<file path="config.mk">
export PLATFORM = sky130hd
export DESIGN_NAME = wait_for_graph_deadlock_detect
export DESIGN_NICKNAME = d
export VERILOG_FILES = /design/src/sv/wfg_pkg.sv /design/src/sv/wfg_ram.sv /design/src/sv/wait_for_graph_deadlock_detect.sv
export SDC_FILE = /design/constraint.sdc
export NUM_CORES = 1
export LEC_CHECK = 0
export ABC_AREA = 1
export BUFFER_PORTS_ARGS = -buffer_cell sky130_fd_sc_hd__buf_2
export CAP_MARGIN = 0
export CELL_PAD_IN_SITES_DETAIL_PLACEMENT = 0
export CELL_PAD_IN_SITES_GLOBAL_PLACEMENT = 2
export CORE_MARGIN = 3
export CORE_UTILIZATION = 24
export DETAILED_ROUTE_END_ITERATION = 10
export GPL_ROUTABILITY_DRIVEN = 0
export GPL_TIMING_DRIVEN = 0
export PLACE_DENSITY = 0.57
export SLEW_MARGIN = 10
export SYNTH_ARGS = -nofsm -noshare
export SYNTH_HDL_FRONTEND = slang
export SYNTH_SLANG_ARGS = --single-unit
export TNS_END_PERCENT = 5
</file>
<file path="constraint.sdc">
create_clock -name i_clk -period 3.9 [get_ports i_clk]
set_input_delay 0.39 -clock i_clk [delete_from_list [all_inputs] [get_ports i_clk]]
set_output_delay 0.39 -clock i_clk [all_outputs]
set_load 0.05 [all_outputs]
</file>
<file path="src/sv/wfg_pkg.sv">
package wfg_pkg;

    // default sizes of the process and resource index spaces
    localparam int NUM_PROCS_DEF = 16;
    localparam int NUM_RES_DEF   = 16;

    // field widths of the words on the ports
    localparam int REQ_W   = 2;
    localparam int ID_W    = 4;
    localparam int COUNT_W = 9;

    // request codes
    localparam logic [REQ_W-1:0] REQ_ASSIGN = 2'd0;
    localparam logic [REQ_W-1:0] REQ_WAIT   = 2'd1;
    localparam logic [REQ_W-1:0] REQ_EVAL   = 2'd2;

    typedef struct packed {
        logic [REQ_W-1:0] req_type;
        logic [ID_W-1:0]  process_id;
        logic [ID_W-1:0]  resource_id;
    } t_in_word;

    typedef struct packed {
        logic               deadlock;
        logic [COUNT_W-1:0] edge_count;
    } t_out_word;

endpackage

</file>
<file path="src/sv/wfg_ram.sv">
module wfg_ram #(
    parameter int WIDTH = 16,
    parameter int DEPTH = 16
) (
    input  logic                                   i_clk,
    input  logic                                   i_we,
    input  logic [(DEPTH > 1 ? $clog2(DEPTH) : 1)-1:0] i_waddr,
    input  logic [WIDTH-1:0]                       i_wdata,
    input  logic                                   i_re,
    input  logic [(DEPTH > 1 ? $clog2(DEPTH) : 1)-1:0] i_raddr,
    output logic [WIDTH-1:0]                       o_rdata
);

    logic [WIDTH-1:0] r_mem [DEPTH];
    logic [WIDTH-1:0] r_rdata;

    // write one entry, register the read word
    always_ff @(posedge i_clk) begin
        if (i_we) begin
            r_mem[i_waddr] <= i_wdata;
        end
        if (i_re) begin
            r_rdata <= r_mem[i_raddr];
        end
    end

    assign o_rdata = r_rdata;

endmodule

</file>
<file path="src/sv/wait_for_graph_deadlock_detect.sv">
// Assign item: the owner table is written on acceptance. Wait item: read, then write
// back its wait row. Evaluate: accept, build walk, up to NUM_PROCS+1 peel passes over
// all processes, then a result step (held while a word waits). The build walk reads
// one owner-table entry and a peel pass one edge row per cycle; one word at a time.
// Synchronous active-low reset marks all resources unowned and all wait rows empty
// through flag registers; no clearing pass is run, the block is ready at once.
module wait_for_graph_deadlock_detect #(
    parameter int NUM_PROCS = wfg_pkg::NUM_PROCS_DEF,
    parameter int NUM_RES   = wfg_pkg::NUM_RES_DEF
) (
    input  logic              i_clk,
    input  logic              i_rst_n,
    input  logic              i_in_valid,
    output logic              o_in_ready,
    input  wfg_pkg::t_in_word i_in_word,
    output logic              o_out_valid,
    input  logic              i_out_ready,
    output wfg_pkg::t_out_word o_out_word
);

    localparam int PW = $clog2(NUM_PROCS);
    localparam int RW = (NUM_RES > 1) ? $clog2(NUM_RES) : 1;
    localparam int CW = $clog2(NUM_PROCS * NUM_PROCS);
    localparam int OW = wfg_pkg::COUNT_W;

    typedef enum logic [2:0] {
        S_IDLE,
        S_WRD,
        S_BROW,
        S_BSCAN,
        S_PADDR,
        S_PSCAN,
        S_RES
    } t_state;

    t_state r_state, n_state;

    logic [NUM_RES-1:0]   r_own_vld, n_own_vld;
    logic [NUM_PROCS-1:0] r_wrow_vld, n_wrow_vld;
    logic [NUM_PROCS-1:0] r_erow, n_erow;
    logic [NUM_PROCS-1:0] r_alive, n_alive;
    logic [PW-1:0]        r_pidx, n_pidx;
    logic [RW-1:0]        r_ridx, n_ridx;
    logic [CW-1:0]        r_count, n_count;
    logic                 r_chg, n_chg;
    logic [PW-1:0]        r_wpid, n_wpid;
    logic [RW-1:0]        r_wres, n_wres;
    logic                 r_out_valid, n_out_valid;
    wfg_pkg::t_out_word   r_out_word, n_out_word;

    // RAM ports
    logic           own_we, own_re;
    logic [RW-1:0]  own_waddr, own_raddr;
    logic [PW-1:0]  own_wdata, own_rdata;
    logic           wait_we, wait_re;
    logic [PW-1:0]  wait_waddr, wait_raddr;
    logic [NUM_RES-1:0] wait_wdata, wait_rdata;
    logic           edge_we, edge_re;
    logic [PW-1:0]  edge_waddr, edge_raddr;
    logic [NUM_PROCS-1:0] edge_wdata, edge_rdata;

    logic           in_acc, out_acc;
    logic           pid_ok, rid_ok;
    logic [PW+wfg_pkg::ID_W-1:0] pid_ext;
    logic [RW+wfg_pkg::ID_W-1:0] rid_ext;
    logic [PW-1:0]  in_pid;
    logic [RW-1:0]  in_rid;
    logic           hit, new_bit, can_peel, chg_now;
    logic [CW+OW-1:0] count_ext;

    assign in_acc  = i_in_valid && o_in_ready;
    assign out_acc = r_out_valid && i_out_ready;

    // narrow or widen incoming indices to the table address widths
    assign pid_ok  = 32'(i_in_word.process_id) < NUM_PROCS;
    assign rid_ok  = 32'(i_in_word.resource_id) < NUM_RES;
    assign pid_ext = (PW + wfg_pkg::ID_W)'(i_in_word.process_id);
    assign rid_ext = (RW + wfg_pkg::ID_W)'(i_in_word.resource_id);
    assign in_pid  = pid_ext[PW-1:0];
    assign in_rid  = rid_ext[RW-1:0];

    // edge found for wait (r_pidx, r_ridx) during the build walk
    assign hit = r_wrow_vld[r_pidx] && wait_rdata[r_ridx] && r_own_vld[r_ridx]
                 && (own_rdata != r_pidx);
    assign new_bit = hit && !r_erow[own_rdata];

    // node with no live successor may be peeled off
    assign can_peel = r_alive[r_pidx] && ((edge_rdata & r_alive) == '0);
    assign chg_now  = r_chg || can_peel;

    assign count_ext = (CW + OW)'(r_count);

    // sequencer next-state and RAM control
    always_comb begin
        n_state     = r_state;
        n_own_vld   = r_own_vld;
        n_wrow_vld  = r_wrow_vld;
        n_erow      = r_erow;
        n_alive     = r_alive;
        n_pidx      = r_pidx;
        n_ridx      = r_ridx;
        n_count     = r_count;
        n_chg       = r_chg;
        n_wpid      = r_wpid;
        n_wres      = r_wres;
        n_out_valid = r_out_valid && !out_acc;
        n_out_word  = r_out_word;

        own_we     = 1'b0;
        own_waddr  = in_rid;
        own_wdata  = in_pid;
        own_re     = 1'b0;
        own_raddr  = '0;
        wait_we    = 1'b0;
        wait_waddr = r_wpid;
        wait_wdata = (r_wrow_vld[r_wpid] ? wait_rdata : '0) | (NUM_RES'(1) << r_wres);
        wait_re    = 1'b0;
        wait_raddr = r_pidx;
        edge_we    = 1'b0;
        edge_waddr = r_pidx;
        edge_wdata = r_erow;
        edge_re    = 1'b0;
        edge_raddr = r_pidx;

        case (r_state)
            S_IDLE: begin
                wait_raddr = in_pid;
                if (in_acc) begin
                    case (i_in_word.req_type)
                        wfg_pkg::REQ_ASSIGN: begin
                            if (pid_ok && rid_ok) begin
                                own_we            = 1'b1;
                                n_own_vld[in_rid] = 1'b1;
                            end
                        end
                        wfg_pkg::REQ_WAIT: begin
                            if (pid_ok && rid_ok) begin
                                wait_re = 1'b1;
                                n_wpid  = in_pid;
                                n_wres  = in_rid;
                                n_state = S_WRD;
                            end
                        end
                        wfg_pkg::REQ_EVAL: begin
                            n_pidx  = '0;
                            n_count = '0;
                            n_erow  = '0;
                            n_state = S_BROW;
                        end
                        default: begin
                        end
                    endcase
                end
            end
            S_WRD: begin
                // write back the wait row with the new bit set
                wait_we               = 1'b1;
                n_wrow_vld[r_wpid]    = 1'b1;
                n_state               = S_IDLE;
            end
            S_BROW: begin
                wait_re   = 1'b1;
                own_re    = 1'b1;
                own_raddr = '0;
                n_ridx    = '0;
                n_state   = S_BSCAN;
            end
            S_BSCAN: begin
                own_re    = 1'b1;
                own_raddr = r_ridx + RW'(1);
                if (hit) begin
                    n_erow = r_erow | (NUM_PROCS'(1) << own_rdata);
                end
                n_count = r_count + CW'(new_bit);
                n_ridx  = r_ridx + RW'(1);
                if (r_ridx == RW'(NUM_RES - 1)) begin
                    edge_we    = 1'b1;
                    edge_wdata = n_erow;
                    n_erow     = '0;
                    if (r_pidx == PW'(NUM_PROCS - 1)) begin
                        n_pidx  = '0;
                        n_alive = '1;
                        n_state = S_PADDR;
                    end else begin
                        n_pidx  = r_pidx + PW'(1);
                        n_state = S_BROW;
                    end
                end
            end
            S_PADDR: begin
                edge_re    = 1'b1;
                edge_raddr = r_pidx;
                n_chg      = 1'b0;
                n_state    = S_PSCAN;
            end
            S_PSCAN: begin
                edge_re    = 1'b1;
                edge_raddr = r_pidx + PW'(1);
                if (can_peel) begin
                    n_alive[r_pidx] = 1'b0;
                end
                n_chg  = chg_now;
                n_pidx = r_pidx + PW'(1);
                if (r_pidx == PW'(NUM_PROCS - 1)) begin
                    n_pidx = '0;
                    if (chg_now) begin
                        n_state = S_PADDR;
                    end else begin
                        n_state = S_RES;
                    end
                end
            end
            S_RES: begin
                // hand over the result word once the output register is free
                if (!r_out_valid || i_out_ready) begin
                    n_out_valid           = 1'b1;
                    n_out_word.deadlock   = |r_alive;
                    n_out_word.edge_count = count_ext[OW-1:0];
                    n_state               = S_IDLE;
                end
            end
            default: begin
                n_state = S_IDLE;
            end
        endcase
    end

    // hold state and registered outputs
    always_ff @(posedge i_clk) begin
        if (!i_rst_n) begin
            r_state     <= S_IDLE;
            r_own_vld   <= '0;
            r_wrow_vld  <= '0;
            r_out_valid <= 1'b0;
        end else begin
            r_state     <= n_state;
            r_own_vld   <= n_own_vld;
            r_wrow_vld  <= n_wrow_vld;
            r_out_valid <= n_out_valid;
        end
        r_erow     <= n_erow;
        r_alive    <= n_alive;
        r_pidx     <= n_pidx;
        r_ridx     <= n_ridx;
        r_count    <= n_count;
        r_chg      <= n_chg;
        r_wpid     <= n_wpid;
        r_wres     <= n_wres;
        r_out_word <= n_out_word;
    end

    assign o_in_ready  = (r_state == S_IDLE);
    assign o_out_valid = r_out_valid;
    assign o_out_word  = r_out_word;

    // owner of each resource
    wfg_ram #(
        .WIDTH (PW),
        .DEPTH (NUM_RES)
    ) u_owner (
        .i_clk   (i_clk),
        .i_we    (own_we),
        .i_waddr (own_waddr),
        .i_wdata (own_wdata),
        .i_re    (own_re),
        .i_raddr (own_raddr),
        .o_rdata (own_rdata)
    );

    // resources each process waits on
    wfg_ram #(
        .WIDTH (NUM_RES),
        .DEPTH (NUM_PROCS)
    ) u_wait (
        .i_clk   (i_clk),
        .i_we    (wait_we),
        .i_waddr (wait_waddr),
        .i_wdata (wait_wdata),
        .i_re    (wait_re),
        .i_raddr (wait_raddr),
        .o_rdata (wait_rdata)
    );

    // wait-for edge rows
    wfg_ram #(
        .WIDTH (NUM_PROCS),
        .DEPTH (NUM_PROCS)
    ) u_edge (
        .i_clk   (i_clk),
        .i_we    (edge_we),
        .i_waddr (edge_waddr),
        .i_wdata (edge_wdata),
        .i_re    (edge_re),
        .i_raddr (edge_raddr),
        .o_rdata (edge_rdata)
    );

    // a result word only ever follows the hand-over step
    a_out_from_peel: assert property (@(posedge i_clk) disable iff (!i_rst_n)
        $rose(r_out_valid) |-> $past(r_state == S_RES))
        else $error("result word raised outside the hand-over step");

    // an evaluate word always starts the build walk
    a_eval_starts: assert property (@(posedge i_clk) disable iff (!i_rst_n)
        (in_acc && i_in_word.req_type == wfg_pkg::REQ_EVAL) |=> (r_state == S_BROW))
        else $error("evaluate word did not start the build walk");

    // a peeled node never comes back to life
    a_alive_shrinks: assert property (@(posedge i_clk) disable iff (!i_rst_n)
        (r_state == S_PSCAN) |=> ((r_alive & ~$past(r_alive)) == '0))
        else $error("peeled node revived");

    // edge count stays within a graph without self loops
    a_count_bound: assert property (@(posedge i_clk) disable iff (!i_rst_n)
        (r_state == S_PADDR) |-> (r_count <= CW'(NUM_PROCS * (NUM_PROCS - 1))))
        else $error("edge count beyond the number of possible edges");

endmodule
</file>
Yosys cells after proc, flatten, opt, wreduce, memory -nomap -nowiden
Memory sizes are Yosys's and may differ from the RTL's. A register that Yosys moved wholly into a read port is not among the register bits.
Cells that the tools add are included.
{"block": "totals", "reg_bits": 102, "output_inout_bits": 12, "elab_cells": 160, "latchBits": 0, "mem_count": 3, "mem_bits_ro": 0, "in_bits": 14, "ramBits": 576}
{"block": "op_classes", "n_div": 0, "muxes": 70, "n_eq_ne": 19, "shift": 2, "n_addsub": 3, "order_cmp": 8, "n_mul": 0, "n_reduce_logical": 34, "bitwise_logic": 7}
{"name": "u_edge.r_mem", "words": 16, "word_bits": 16, "rd": 1, "rd_ports_with_merged_regs": 1, "wr": 1, "line_no": "wfg_ram.sv:14", "text": "logic [WIDTH-1:0] r_mem [DEPTH];"}
{"name": "u_wait.r_mem", "words": 16, "word_bits": 16, "rd": 1, "rd_ports_with_merged_regs": 1, "wr": 1, "line_no": "wfg_ram.sv:14"}
{"name": "u_owner.r_mem", "words": 16, "word_bits": 4, "rd": 1, "rd_ports_with_merged_regs": 1, "wr": 1, "line_no": "wfg_ram.sv:14"}
{"operator": "16-bit 2-to-1 mux", "count": 10}
{"operator": "16-bit OR", "count": 4}
{"operator": "16-bit case mux with 2 select lines", "count": 2}
{"operator": "16-bit bitwise AND", "count": 2}
{"operator": "1-bit by 4-bit left shift with 16-bit output, first input constant", "count": 2}
{"operator": "4-bit 2-to-1 mux", "count": 7}
{"operator": "1-bit 2-to-1 mux", "count": 27}
{"operator": "4-bit by 5-bit < comparator with 1-bit output, second input constant", "count": 5}
{"operator": "1-bit binary-select mux with 4-bit select", "count": 6}
{"operator": "3-bit case mux with 6 select lines", "count": 1}
{"operator": "16-bit zero test", "count": 1}
{"operator": "8-bit 2-to-1 mux", "count": 2}
{"operator": "16-bit NOT", "count": 1}
{"operator": "8-bit case mux with 2 select lines", "count": 1}
{"operator": "16-bit OR reduction", "count": 1}
{"operator": "3-bit 2-to-1 mux", "count": 5}
{"operator": "1-bit demux with 4-bit select", "count": 3}
{"operator": "4-bit by 1-bit >= comparator with 1-bit output, second input constant", "count": 3}
{"operator": "4-bit case mux with 3 select lines", "count": 1}
{"operator": "1-bit logical AND", "count": 11}
{"operator": "2-bit inequality test, second input constant", "count": 5}
{"operator": "3-bit == test, second input constant", "count": 3}
{"operator": "3-bit AND reduction", "count": 3}
{"operator": "4-bit by 1-bit adder with 4-bit output, second input constant", "count": 2}
{"operator": "23 further kinds", "count": 35}

Longest topological paths before layout
Gate-level depths: netlist (run 1).
{"block": "logic_depth", "ltp_word": 8, "depth_mapped": 19, "mapped_depth_nobuf": 17}

Hierarchy
Synthesis (run 1) repeated with hierarchy kept, for this count alone.
{"block": "hier_totals", "hier_cells": 3202, "area_unflattened_um2": 31965.7}
{"module": "wfg_ram (u_edge ...)", "seq_area_each_um2": 8167.8, "area_per_inst_um2": 11541.1, "instances": 2, "cells_each": 1074}
{"module": "wait_for_graph_deadlock_detect", "seq_area_each_um2": 2702.6, "area_per_inst_um2": 5876.9, "instances": 1, "cells_each": 764}
{"module": "wfg_ram (u_owner)", "seq_area_each_um2": 2042.0, "area_per_inst_um2": 3006.6, "instances": 1, "cells_each": 290}

Worst setup path before layout (run 1)
OpenSTA, ideal clock, no wires.
{"block": "synth_path", "path_kind": "register to register", "start": "reg r_pidx[0], in the netlist edge_waddr[0]", "end": "reg r_count[6] (data pin)", "setup_ns": 0.261, "slack_ns": 1.207, "path_buffers": 3, "arrival_time_ns": 2.433, "path_stages_with_launch": 20, "synth_period_minus_slack_ns": 2.693, "required_time_ns": 3.639, "path_cell_list": "edfxtp_1 > buf_6 > inv_1 > buf_6 > o21ai_0 > nand2_1 > nand2_1 > nand2_1 > nor2_1 > nor2_2 > buf_6 > nand3_1 > nor3_1 > ha_1 > ha_1 > nand2_1 > nor2_1 > inv_1 > o21ai_0 > a21oi_1"}
{"block": "synth_between", "elab_chain_len": 8, "word_cells_on_any_way": 9, "classes_between": "1 x add/sub; 1 x eq/ne; 3 x mux; 4 x reduce/logical"}
{"element": "from (decl)", "line_no": "wait_for_graph_deadlock_detect.sv:42", "text": "logic [PW-1:0] r_pidx, n_pidx;"}
{"element": "from (signal assigned)", "line_no": "wait_for_graph_deadlock_detect.sv:243", "text": "r_pidx <= n_pidx;"}
{"element": "1-bit binary-select mux with 4-bit select", "line_no": "wait_for_graph_deadlock_detect.sv:83", "text": "assign hit = r_wrow_vld[r_pidx] && wait_rdata[r_ridx] && r_own_vld[r_ridx]"}
{"element": "1-bit 2-to-1 mux (implied by the code)", "line_no": "wait_for_graph_deadlock_detect.sv:83"}
{"element": "1-bit logical AND (2 in a row)", "line_no": "wait_for_graph_deadlock_detect.sv:83"}
{"element": "1-bit logical AND *", "line_no": "wait_for_graph_deadlock_detect.sv:84", "text": "&& (own_rdata != r_pidx);"}
{"element": "1-bit logical AND *", "line_no": "wait_for_graph_deadlock_detect.sv:85", "text": "assign new_bit = hit && !r_erow[own_rdata];"}
{"element": "8-bit by 1-bit adder with 8-bit output *", "line_no": "wait_for_graph_deadlock_detect.sv:174", "text": "n_count = r_count + CW'(new_bit);"}
{"element": "8-bit case mux with 2 select lines *", "line_no": "wait_for_graph_deadlock_detect.sv:125", "text": "case (r_state)"}
{"element": "to (signal assigned)", "line_no": "wait_for_graph_deadlock_detect.sv:245", "text": "r_count <= n_count;"}
{"element": "to (decl)", "line_no": "wait_for_graph_deadlock_detect.sv:44", "text": "logic [CW-1:0] r_count, n_count;"}
Every way passes the cells marked *; elsewhere a longest branch is shown, timed or not. The select of a mux whose other input is x is not followed.
A chain may end at the register's enable or synchronous reset.

Final worst setup path (run 1)
{"block": "layout_path", "start": "reg r_ridx[1]", "end": "mem u_edge.r_mem[5][12] (data pin)"}
{"block": "layout_between", "elab_chain_len": 8, "word_cells_on_any_way": 11, "classes_between": "1 x eq/ne; 7 x mux; 3 x reduce/logical"}
{"element": "from (decl)", "line_no": "wait_for_graph_deadlock_detect.sv:43", "text": "logic [RW-1:0] r_ridx, n_ridx;"}
{"element": "from (signal assigned)", "line_no": "wait_for_graph_deadlock_detect.sv:244", "text": "r_ridx <= n_ridx;"}
{"element": "1-bit binary-select mux with 4-bit select", "line_no": "wait_for_graph_deadlock_detect.sv:83"}
{"element": "1-bit 2-to-1 mux (implied by the code)", "line_no": "wait_for_graph_deadlock_detect.sv:83"}
{"element": "1-bit logical AND (2 in a row)", "line_no": "wait_for_graph_deadlock_detect.sv:83"}
{"element": "1-bit logical AND", "line_no": "wait_for_graph_deadlock_detect.sv:84"}
{"element": "16-bit 2-to-1 mux", "line_no": "wait_for_graph_deadlock_detect.sv:171", "text": "if (hit) begin"}
{"element": "16-bit 2-to-1 mux *", "line_no": "wait_for_graph_deadlock_detect.sv:176", "text": "if (r_ridx == RW'(NUM_RES - 1)) begin"}
{"element": "16-bit 2-to-1 mux *", "line_no": "wait_for_graph_deadlock_detect.sv:125"}
{"element": "net edge_wdata[12]", "line_no": "wait_for_graph_deadlock_detect.sv:60", "text": "logic [NUM_PROCS-1:0] edge_wdata, edge_rdata;"}
{"element": "to (decl)", "line_no": "wfg_ram.sv:14"}
Mark *: on every way through the listed nets, which the timed path passes. The rest lies on a longest branch. The select of a mux whose other input is x is not followed.

==> flow_summary.json, run 1 <==
{
  "ant_nets": 0,
  "numCtsBuffers": 79,
  "vias_per_cell": 4.603,
  "syn_to_final_growth_pct": 19.89,
  "synthCells": 2500,
  "drive_above_1_share": 0.1436,
  "io_buffer_count": 24,
  "clock_sinks": 714,
  "start_util": 0.2434,
  "power.total_mw": 18.25,
  "tightest_slew_ps": 1290,
  "max_slew_margin": 0.1340,
  "fin_nets": 2699,
  "fin_tns_setup_ps": 0,
  "overflow": 0,
  "met1_usage": 0.2051,
  "busiest_layer": "met2",
  "grt_max_degree": 20,
  "outcome": "completed",
  "cts_tree": "done",
  "yosysSeqAreaShare": 0.7059,
  "antenna_found_initial": 1,
  "timing.final.crit_period_ps": 3500,
  "ios": 26,
  "criticalPathCategory": "flop to flop",
  "cp_cell_sequence": "buf_2 > inv_1 > nand3_1 > nand3_1 > nand3_1 > nand3_1 > clkbuf_1 > nand4_1 > o21ai_1",
  "yosysWarnings": 0,
  "ys_ff_latch": 714,
  "clock_latency_ps": 660,
  "setup_ws_ps": 399.6,
  "cp_slowest_cell": "o21ai_1",
  "r2r_cells": 9,
  "min_from": "i_out_ready",
  "clock_path_buffers": 3,
  "drc": 0,
  "grt_pass1_vias": 20060,
  "hold_viol_final": 0,
  "min_path_cells": 4,
  "synth_area_um2": 29860,
  "finClkSkew_ps": 40.81,
  "num-fill-cells": 12710,
  "placed_area_um2": 33100,
  "hold_path_class": "input pin to flop",
  "row_count": 128,
  "dr.first_iter.drc_count": 1504,
  "antenna_cells": 0,
  "cts-root-buf": "clkbuf_16",
  "ir_drop_mv": 0.2731,
  "mostFrequentLayoutCells": "edfxtp_1 (678), nor2_1 (365), o21ai_0 (300)",
  "maxCapViolCount": 0,
  "fin_cells": 4369,
  "post_drt_wl_per_cell_um": 22.45,
  "arrival_ps": 3770,
  "cts_resized": 0,
  "clk_pin_slew_ps": 60,
  "placed_cells": 4218,
  "die-area_um2": 128700,
  "worstReg2RegStart": "r_ridx[1]",
  "cpPeakStageDelay_ps": 1020,
  "postSynthAreaPerCell_um2": 11.95,
  "start_kind": "flop",
  "p_leak_nw": 12.15,
  "coreArea_um2": 122700,
  "min_period_over_period": 0.8975,
  "required_ps": 4170,
  "wirelength_mm": 98.07,
  "powerDensity_nw_per_um2": 509.8,
  "crit_path_frequent_cell": "nand3_1",
  "vias": 20110,
  "drt_first_pass_iters": 8,
  "fp.dieW_um": 358.8,
  "synthDistinctLibCells": 40,
  "grt_use_met3": 0.02273,
  "design_area_um2": 35800,
  "rsz0062_at_grt": "false",
  "syn_nets": 2521,
  "h-tree-depth": 3,
  "gr-usage-all-layers": 0.1513,
  "critPathLaunch": "r_ridx[1]",
  "path_max_fanout": 16,
  "die_h_um": 358.8,
  "layout_commonest_cell": "edfxtp_1",
  "end_kind": "flop",
  "dp.final_hpwl_mm": 68.71,
  "grt_pass1_wl_mm": 142.3,
  "drv_slew": 0,
  "grt_use_met2": 0.2495,
  "setup_viol": 0,
  "fmax_mhz": 285.7,
  "dpl_worst_slack_ps": 417.8
}
state kept, by name, summed over array words and instances (netlist names), 9 cells and up:
name,count
o_out_word,9
r_erow,16
r_alive,16
u_wait.r_mem,256
r_wrow_vld,16
u_edge.o_rdata,16
r_own_vld,16
u_wait.o_rdata,16
u_owner.r_mem,64
u_edge.r_mem,256
critical path: cells and delay by family (launching register included):
family	cells	cell delay (ps)
DFF	1	390
buffers and inverters	3	780
and+or+nand+nor	5	930
AOI/OAI and AO/OA	1	1020
where the power goes:
| part | internal, mW | total (mW) | switching, mW |
|---|---|---|---|
| Combinational | 0.531 | 2.03 | 1.50 |
| Clock | 4.43 | 7.70 | 3.27 |
| Sequential | 8.48 | 8.53 | 0.0490 |
through the flow:
stage               hold WS, ps  utilization
floorplan                 426.4            -
finish                    54.00       0.2918
CTS                       23.38       0.2918
detailed placement        444.7       0.2698
global route              73.14       0.2918
global placement          446.6       0.2610
kinds of logic after synthesis:
group / after synthesis / share of synthesized area
xor gates and xnor gates: 5 / 0.001466
and+or+nand+nor: 853 / 0.1215
AOI/OAI and AO/OA: 613 / 0.1210
other: 1 / 0.0001256
DFF: 714 / 0.7059
adders and majority gates: 7 / 0.002933
buffers and inverters: 307 / 0.04701
path summary, 6_finish.rpt:
path | endpoint | slack [ps]
worst max register to register | u_edge.r_mem[5][12] | 400
worst min-delay path | o_out_valid | 50
worst min register to register | o_out_word[7] | 450
worst max-delay path | u_edge.r_mem[5][12] | 400
final cells by class:
class	instances	area (µm²)	share of cell area
plain buffers	136	757.0	0.02114
clock buffers	97	2064	0.05766
clock inverters	50	595.6	0.01663
inverters	171	646.9	0.01807
multi-input cells	1479	7654	0.2138
flip-flops and latches	714	21080	0.5888
well taps	1625	2033	0.05679
repair buffers	97	972.2	0.02715
cells in the mapped netlist:
master,n,area (µm²)
edfxtp_1,678,20360
nor2_1,381,1430
o21ai_0,324,1622
nand2_1,216,810.8
nand3_1,176,880.8
inv_1,158,593.1
o211ai_1,105,788.3
o21bai_1,64,480.5
buf_2,56,280.3
clkbuf_1,49,183.9
o21ai_1,46,230.2
a21oi_1,37,185.2
dfxtp_1,36,720.7
nor3_1,23,115.1
nand4_1,19,118.9
nor2_2,19,118.9
o221ai_1,17,148.9
buf_6,15,168.9
buf_4,14,105.1
o22ai_1,11,68.82
inv_2,10,37.54
ha_1,7,87.58
nor4_1,6,37.54
xor2_1,5,43.79
nand2_4,4,45.04
o21ai_2,4,35.03
nand2_2,3,18.77
clkinv_1,2,7.510
nor2_4,2,22.52
nor3b_1,2,15.01
o21ai_4,2,32.53
a22oi_1,1,7.510
buf_1,1,3.750
buf_8,1,15.01
clkinv_4,1,8.760
conb_1,1,3.750
nor3_2,1,10.01
o2111ai_1,1,8.760
o31ai_1,1,7.510
or2_2,1,6.260
per-layer routing:
layer / part of all wire / wire [µm]
met4: 0.030 / 2899
met5: 0 / 0
met3: 0.042 / 4157
met2: 0.47 / 46270
met1: 0.46 / 44740
what timing repair did:
action / 4_1_cts / 5_1_grt
endpoints found under the setup margin: 0 / 0
setup buffers: 0 / 0
hold endpoints to repair: 4 / 0
hold buffers: 4 / 0
Power figures use the tool's default switching activity.
==> run 2, diff against run 1 <==
CORE_UTILIZATION = 30   (was 24)
PLACE_DENSITY = 0.66   (was 0.57)
==> run 2 against run 1 <==
Clock skew decreased by 21 ps. Non-clock buffer count shrank 4. Wire length shrank 5.6%. Sequential power hardly changed. Maximum frequency decreased by 0.17%. Combinational power is 3% lower. Largest cell class unchanged. Largest power group unchanged. Highest routed layer unchanged.
==> flow_summary.json, run 2 (synthesis gave the netlist of run 1 again) <==
{
  "outcome": "completed",
  "critPathLaunch": "edge_waddr[0]",
  "reg_top3": "u_edge.r_mem (256), u_wait.r_mem (256), u_owner.r_mem (64)",
  "clock_path_buffers": 3,
  "start_kind": "flop",
  "wirelength_mm": 92.58,
  "hold_viol_final": 0,
  "p_leak_nw": 12.14,
  "clk_pin_slew_ps": 60,
  "start_util": 0.3030,
  "min_period_over_period": 0.8990,
  "fin_cells": 4027,
  "path_max_fanout": 11,
  "h-tree-depth": 3,
  "criticalPathCategory": "flop to flop",
  "gr-usage-all-layers": 0.1769,
  "numCtsBuffers": 79,
  "tightest_slew_ps": 967.5,
  "design_area_um2": 35340,
  "maxCapViolCount": 0,
  "setup_viol": 0,
  "clock_sinks": 714,
  "finClkSkew_ps": 20.08,
  "arrival_ps": 3970,
  "p_sw_mw": 4.642,
  "grt_pass1_vias": 19760,
  "die-area_um2": 103400,
  "drt_first_pass_iters": 5,
  "coreArea_um2": 98560,
  "drv_slew": 0,
  "syn_to_final_growth_pct": 18.32,
  "overflow": 0,
  "io_buffer_count": 24,
  "busiest_layer": "met2",
  "grt_max_degree": 20,
  "met1_usage": 0.2390,
  "dr.first_iter.drc_count": 2083,
  "powerDensity_nw_per_um2": 521.4,
  "fin_tns_setup_ps": 0,
  "cts_tree": "done",
  "layout_commonest_cell": "edfxtp_1",
  "placed_area_um2": 32530,
  "power_frac_seq": 0.463,
  "ios": 26,
  "hold_path_class": "input pin to flop",
  "row_count": 115,
  "grt_pass1_wl_mm": 134.5,
  "drc": 0,
  "grt_use_met3": 0.02683,
  "cts-root-buf": "clkbuf_16",
  "fp.dieW_um": 321.5,
  "p_int_mw": 13.78,
  "fmax_mhz": 285.2,
  "antenna_cells": 0,
  "end_kind": "flop",
  "mostFrequentLayoutCells": "edfxtp_1 (678), nor2_1 (365), o21ai_0 (300)",
  "p_clk_frac": 0.431,
  "ant_nets": 0,
  "die_h_um": 321.5,
  "required_ps": 4360,
  "fin_nets": 2695,
  "max_slew_margin": 0.3550,
  "clock_latency_ps": 640,
  "min_from": "i_out_ready",
  "power_frac_comb": 0.106,
  "rsz0062_at_grt": "false",
  "switching_share": 0.2519,
  "drive_above_1_share": 0.1456,
  "worstReg2RegStart": "edge_waddr[0]",
  "grt_use_met2": 0.2987,
  "post_drt_wl_per_cell_um": 22.99,
  "vias": 20260,
  "vias_per_cell": 5.032,
  "antenna_found_initial": 1,
  "ir_drop_mv": 0.3690,
  "timing.final.crit_period_ps": 3506,
  "placed_cells": 3876,
  "dp.final_hpwl_mm": 64.19
}
[run 2: power groups by stage]
stage / Clock [mW] / Combinational, mW / Sequential, mW
2_1_floorplan: 0 / 1.11 / 8.67
3_3_place_gp: 0 / 1.91 / 8.70
5_1_grt: 8.44 / 2.12 / 8.53
3_5_place_dp: 0 / 1.96 / 8.69
4_1_cts: 8.11 / 1.97 / 8.52
6_report: 7.94 / 1.96 / 8.52
[run 2: critical path, stage by stage (launching register included)]
cell and delay (ps):
edfxtp_1 450, buf_6 170, inv_1 210, buf_6 200, o21ai_0 110, nand2_1 80, nand2_1 50, nand2_1 70
nor2_1 60, nor2_2 290, buf_6 190, nand3_1 80, nor3_1 220, ha_1 220, nand3_1 150, nor3_1 290
nand2_1 130, o21ai_0 160, nor3b_1 200
[run 2: worst paths after layout]
kind / end / slack [ps] / cells after the start
worst min-delay path: o_out_valid / 60 / 4
worst min register to register: r_wrow_vld[6] / 470 / 2
worst max register to register: r_count[7] / 390 / 18
worst max-delay path: r_count[7] / 390 / 18
[run 2: area by class of cell]
cell class	count	area, µm²
plain buffers	136	757.0
fillers	9572	63230
inverters	171	646.9
repair buffers	93	852.1
clock buffers	92	2047
multi-input cells	1479	7636
clock inverters	55	705.7
flip-flops and latches	714	21080
well taps	1287	1610
[run 2: per-stage QoR]
step	util	hold WS, ps	setup slack [ps]	power (mW)
global route	0.3585	62.75	38.53	19.09
global placement	0.3205	445.0	-993.8	10.60
detailed placement	0.3301	458.2	345.8	10.65
CTS	0.3584	40.47	327.7	18.61
finish	0.3585	64.79	393.8	18.42
floorplan	-	426.4	1207	9.782
[run 2: repair_timing]
| item | CTS | global route |
|---|---|---|
| setup endpoints to repair | 0 | 1 |
| hold buffers | 4 | 0 |
| hold endpoints to repair | 4 | 0 |
| resized for setup | 0 | 1 |
| setup buffers | 0 | 0 |
[run 2: layer usage]
| layer | share of wire | wire, µm |
|---|---|---|
| met3 | 0.051 | 4746 |
| met4 | 0.023 | 2085 |
| met1 | 0.44 | 40520 |
| met5 | 0 | 0 |
| met2 | 0.49 | 45230 |
==> run 3, diff against run 2 <==
MAX_ROUTING_LAYER = met4   (was unset)
==> run 3 against run 2 <==
Sequential power is essentially flat. Clock power is essentially flat. Global-route usage grew 0.54 points. Non-clock buffer count is the same. Maximum frequency is essentially flat. Flip-flop and latch count is the same. Wire length grew 0.14%. Clock skew shrank 3.1 ps. Largest power group unchanged.
==> flow_summary.json, run 3 (synthesis gave the netlist of run 1 again) <==
{
  "outcome": "completed",
  "drc": 0,
  "cts-root-buf": "clkbuf_16",
  "criticalPathCategory": "flop to flop",
  "reg_top3": "u_edge.r_mem (256), u_wait.r_mem (256), u_owner.r_mem (64)",
  "grt_pass1_vias": 19730,
  "ios": 26,
  "clock_path_buffers": 3,
  "cp_slowest_cell": "edfxtp_1",
  "clock_sinks": 714,
  "grt_max_degree": 20,
  "h-tree-depth": 3,
  "drt_first_pass_iters": 5,
  "vias_per_cell": 5.038,
  "post-route-util": 0.3585,
  "arrival_ps": 3970,
  "seqCellArea_um2": 21080,
  "multiInputGateArea_um2": 7636,
  "clk_pin_slew_ps": 60,
  "crit_path_end": "r_count[7]",
  "drv_slew": 0,
  "r2r_cells": 18,
  "io_buffer_count": 24,
  "coreArea_um2": 98560,
  "die_h_um": 321.5,
  "hold_path_class": "input pin to flop",
  "numCtsBuffers": 79,
  "dp.final_hpwl_mm": 64.19,
  "mostFrequentLayoutCells": "edfxtp_1 (678), nor2_1 (365), o21ai_0 (300)",
  "placed_cells": 3876,
  "fin_nets": 2695,
  "finClkSkew_ps": 16.99,
  "cts_tree": "done",
  "ir_drop_mv": 0.3719,
  "worstReg2RegStart": "edge_waddr[0]",
  "hold_viol_final": 0,
  "post_cts_buffers": 0,
  "r2r-end": "r_count[7]",
  "rsz0062_at_grt": "false",
  "wirelength_mm": 92.71,
  "crit_path_frequent_cell": "nand2_1",
  "p_leak_nw": 12.14,
  "antenna_cells": 0,
  "cp_cell_sequence": "buf_6 > inv_1 > buf_6 > o21ai_0 > nand2_1 > nand2_1 > nand2_1 > nor2_1 > nor2_2 > buf_6 > nand3_1 > nor3_1 > ha_1 > nand3_1 > nor3_1 > nand2_1 > o21ai_0 > nor3b_1",
  "cpPeakStageDelay_ps": 450,
  "post_drt_wl_per_cell_um": 23.02,
  "syn_to_final_growth_pct": 18.32,
  "num-fill-cells": 9572,
  "fmax_mhz": 285.2,
  "drive_above_1_share": 0.1456,
  "end_kind": "flop",
  "setup_viol": 0,
  "r2r_slack_ps": 390,
  "required_ps": 4360,
  "antenna_found_initial": 1,
  "path_max_fanout": 11,
  "row_count": 115,
  "ant_nets": 0,
  "layout_commonest_cell": "edfxtp_1",
  "timing.final.crit_period_ps": 3507,
  "dr.first_iter.drc_count": 2018,
  "tightest_slew_ps": 929.3,
  "start_util": 0.3030,
  "critPathLaunch": "edge_waddr[0]",
  "fin_cells": 4027,
  "grt_pass1_wl_mm": 134.6,
  "die-area_um2": 103400,
  "vias": 20290,
  "maxCapViolCount": 0,
  "start_kind": "flop",
  "powerDensity_nw_per_um2": 521.5,
  "clock_latency_ps": 640,
  "overflow": 0,
  "fp.dieW_um": 321.5,
  "gr-usage-all-layers": 0.1824,
  "min_period_over_period": 0.8992,
  "max_slew_margin": 0.3805
}
==> run 3: worst max-delay path: cells and delay by family (launching register included) <==
family	cells	cell delay, ps
AOI/OAI and AO/OA	2	270
adders and majority gates	1	220
buffers and inverters	4	770
DFF	1	450
and+or+nand+nor	11	1630
==> run 3: how the worst min path moves through the flow <==
stage                start       endpoint  slack, ps  cells after the start
3_3_place_gp    r_count[0]  o_out_word[0]        440                      0
6_report       i_out_ready    o_out_valid         70                      4
2_1_floorplan   r_count[3]  o_out_word[3]        430                      0
4_1_cts        i_out_ready    o_out_valid         40                      4
5_1_grt        i_out_ready    o_out_valid         60                      4
3_5_place_dp    r_count[3]  o_out_word[3]        460                      0
==> run 3: report_power, final <==
part           switching, mW  leakage, nW  internal, mW
Sequential            0.0483         6.54          8.48
Combinational           1.43         4.27         0.522
Clock                   3.16         1.33          4.78
Total                   4.65         12.1          13.8
==> run 3: per-stage QoR <==
step	setup slack [ps]	hold slack, ps	TNS (ps)	area, µm²	power, mW
3_3_place_gp	-993.8	445.0	-172770	31590	10.60
4_1_cts	327.7	40.47	0	35330	18.61
5_1_grt	38.53	62.77	0	35340	19.09
6_report	393.1	65.56	0	35340	18.43
2_1_floorplan	1207	426.4	0	29860	9.782
3_5_place_dp	345.8	458.2	0	32530	10.65
==> run 3: final cells by class <==
class | count | share of cell area
repair buffers | 93 | 0.02411
clock inverters | 55 | 0.01997
inverters | 171 | 0.01831
multi-input cells | 1479 | 0.2161
well taps | 1287 | 0.04557
clock buffers | 92 | 0.05793
plain buffers | 136 | 0.02142
flip-flops and latches | 714 | 0.5966
==> run 3: layer usage <==
layer | part of all wire | vias up | wire (µm) | track usage
met5 | 0 | - | 0 | -
met4 | 0.023 | 0 | 2144 | 0.04467
met3 | 0.050 | 123 | 4620 | 0.02620
met2 | 0.49 | 569 | 45270 | 0.2995
met1 | 0.44 | 10200 | 40670 | 0.2389
li1 | - | 9396 | - | -
==> run 3: timing repair <==
action                                  in CTS  in global routing
hold buffers                                 4                  0
endpoints found under the setup margin       0                  1
endpoints found under the hold margin        4                  0
resized for setup                            0                  1
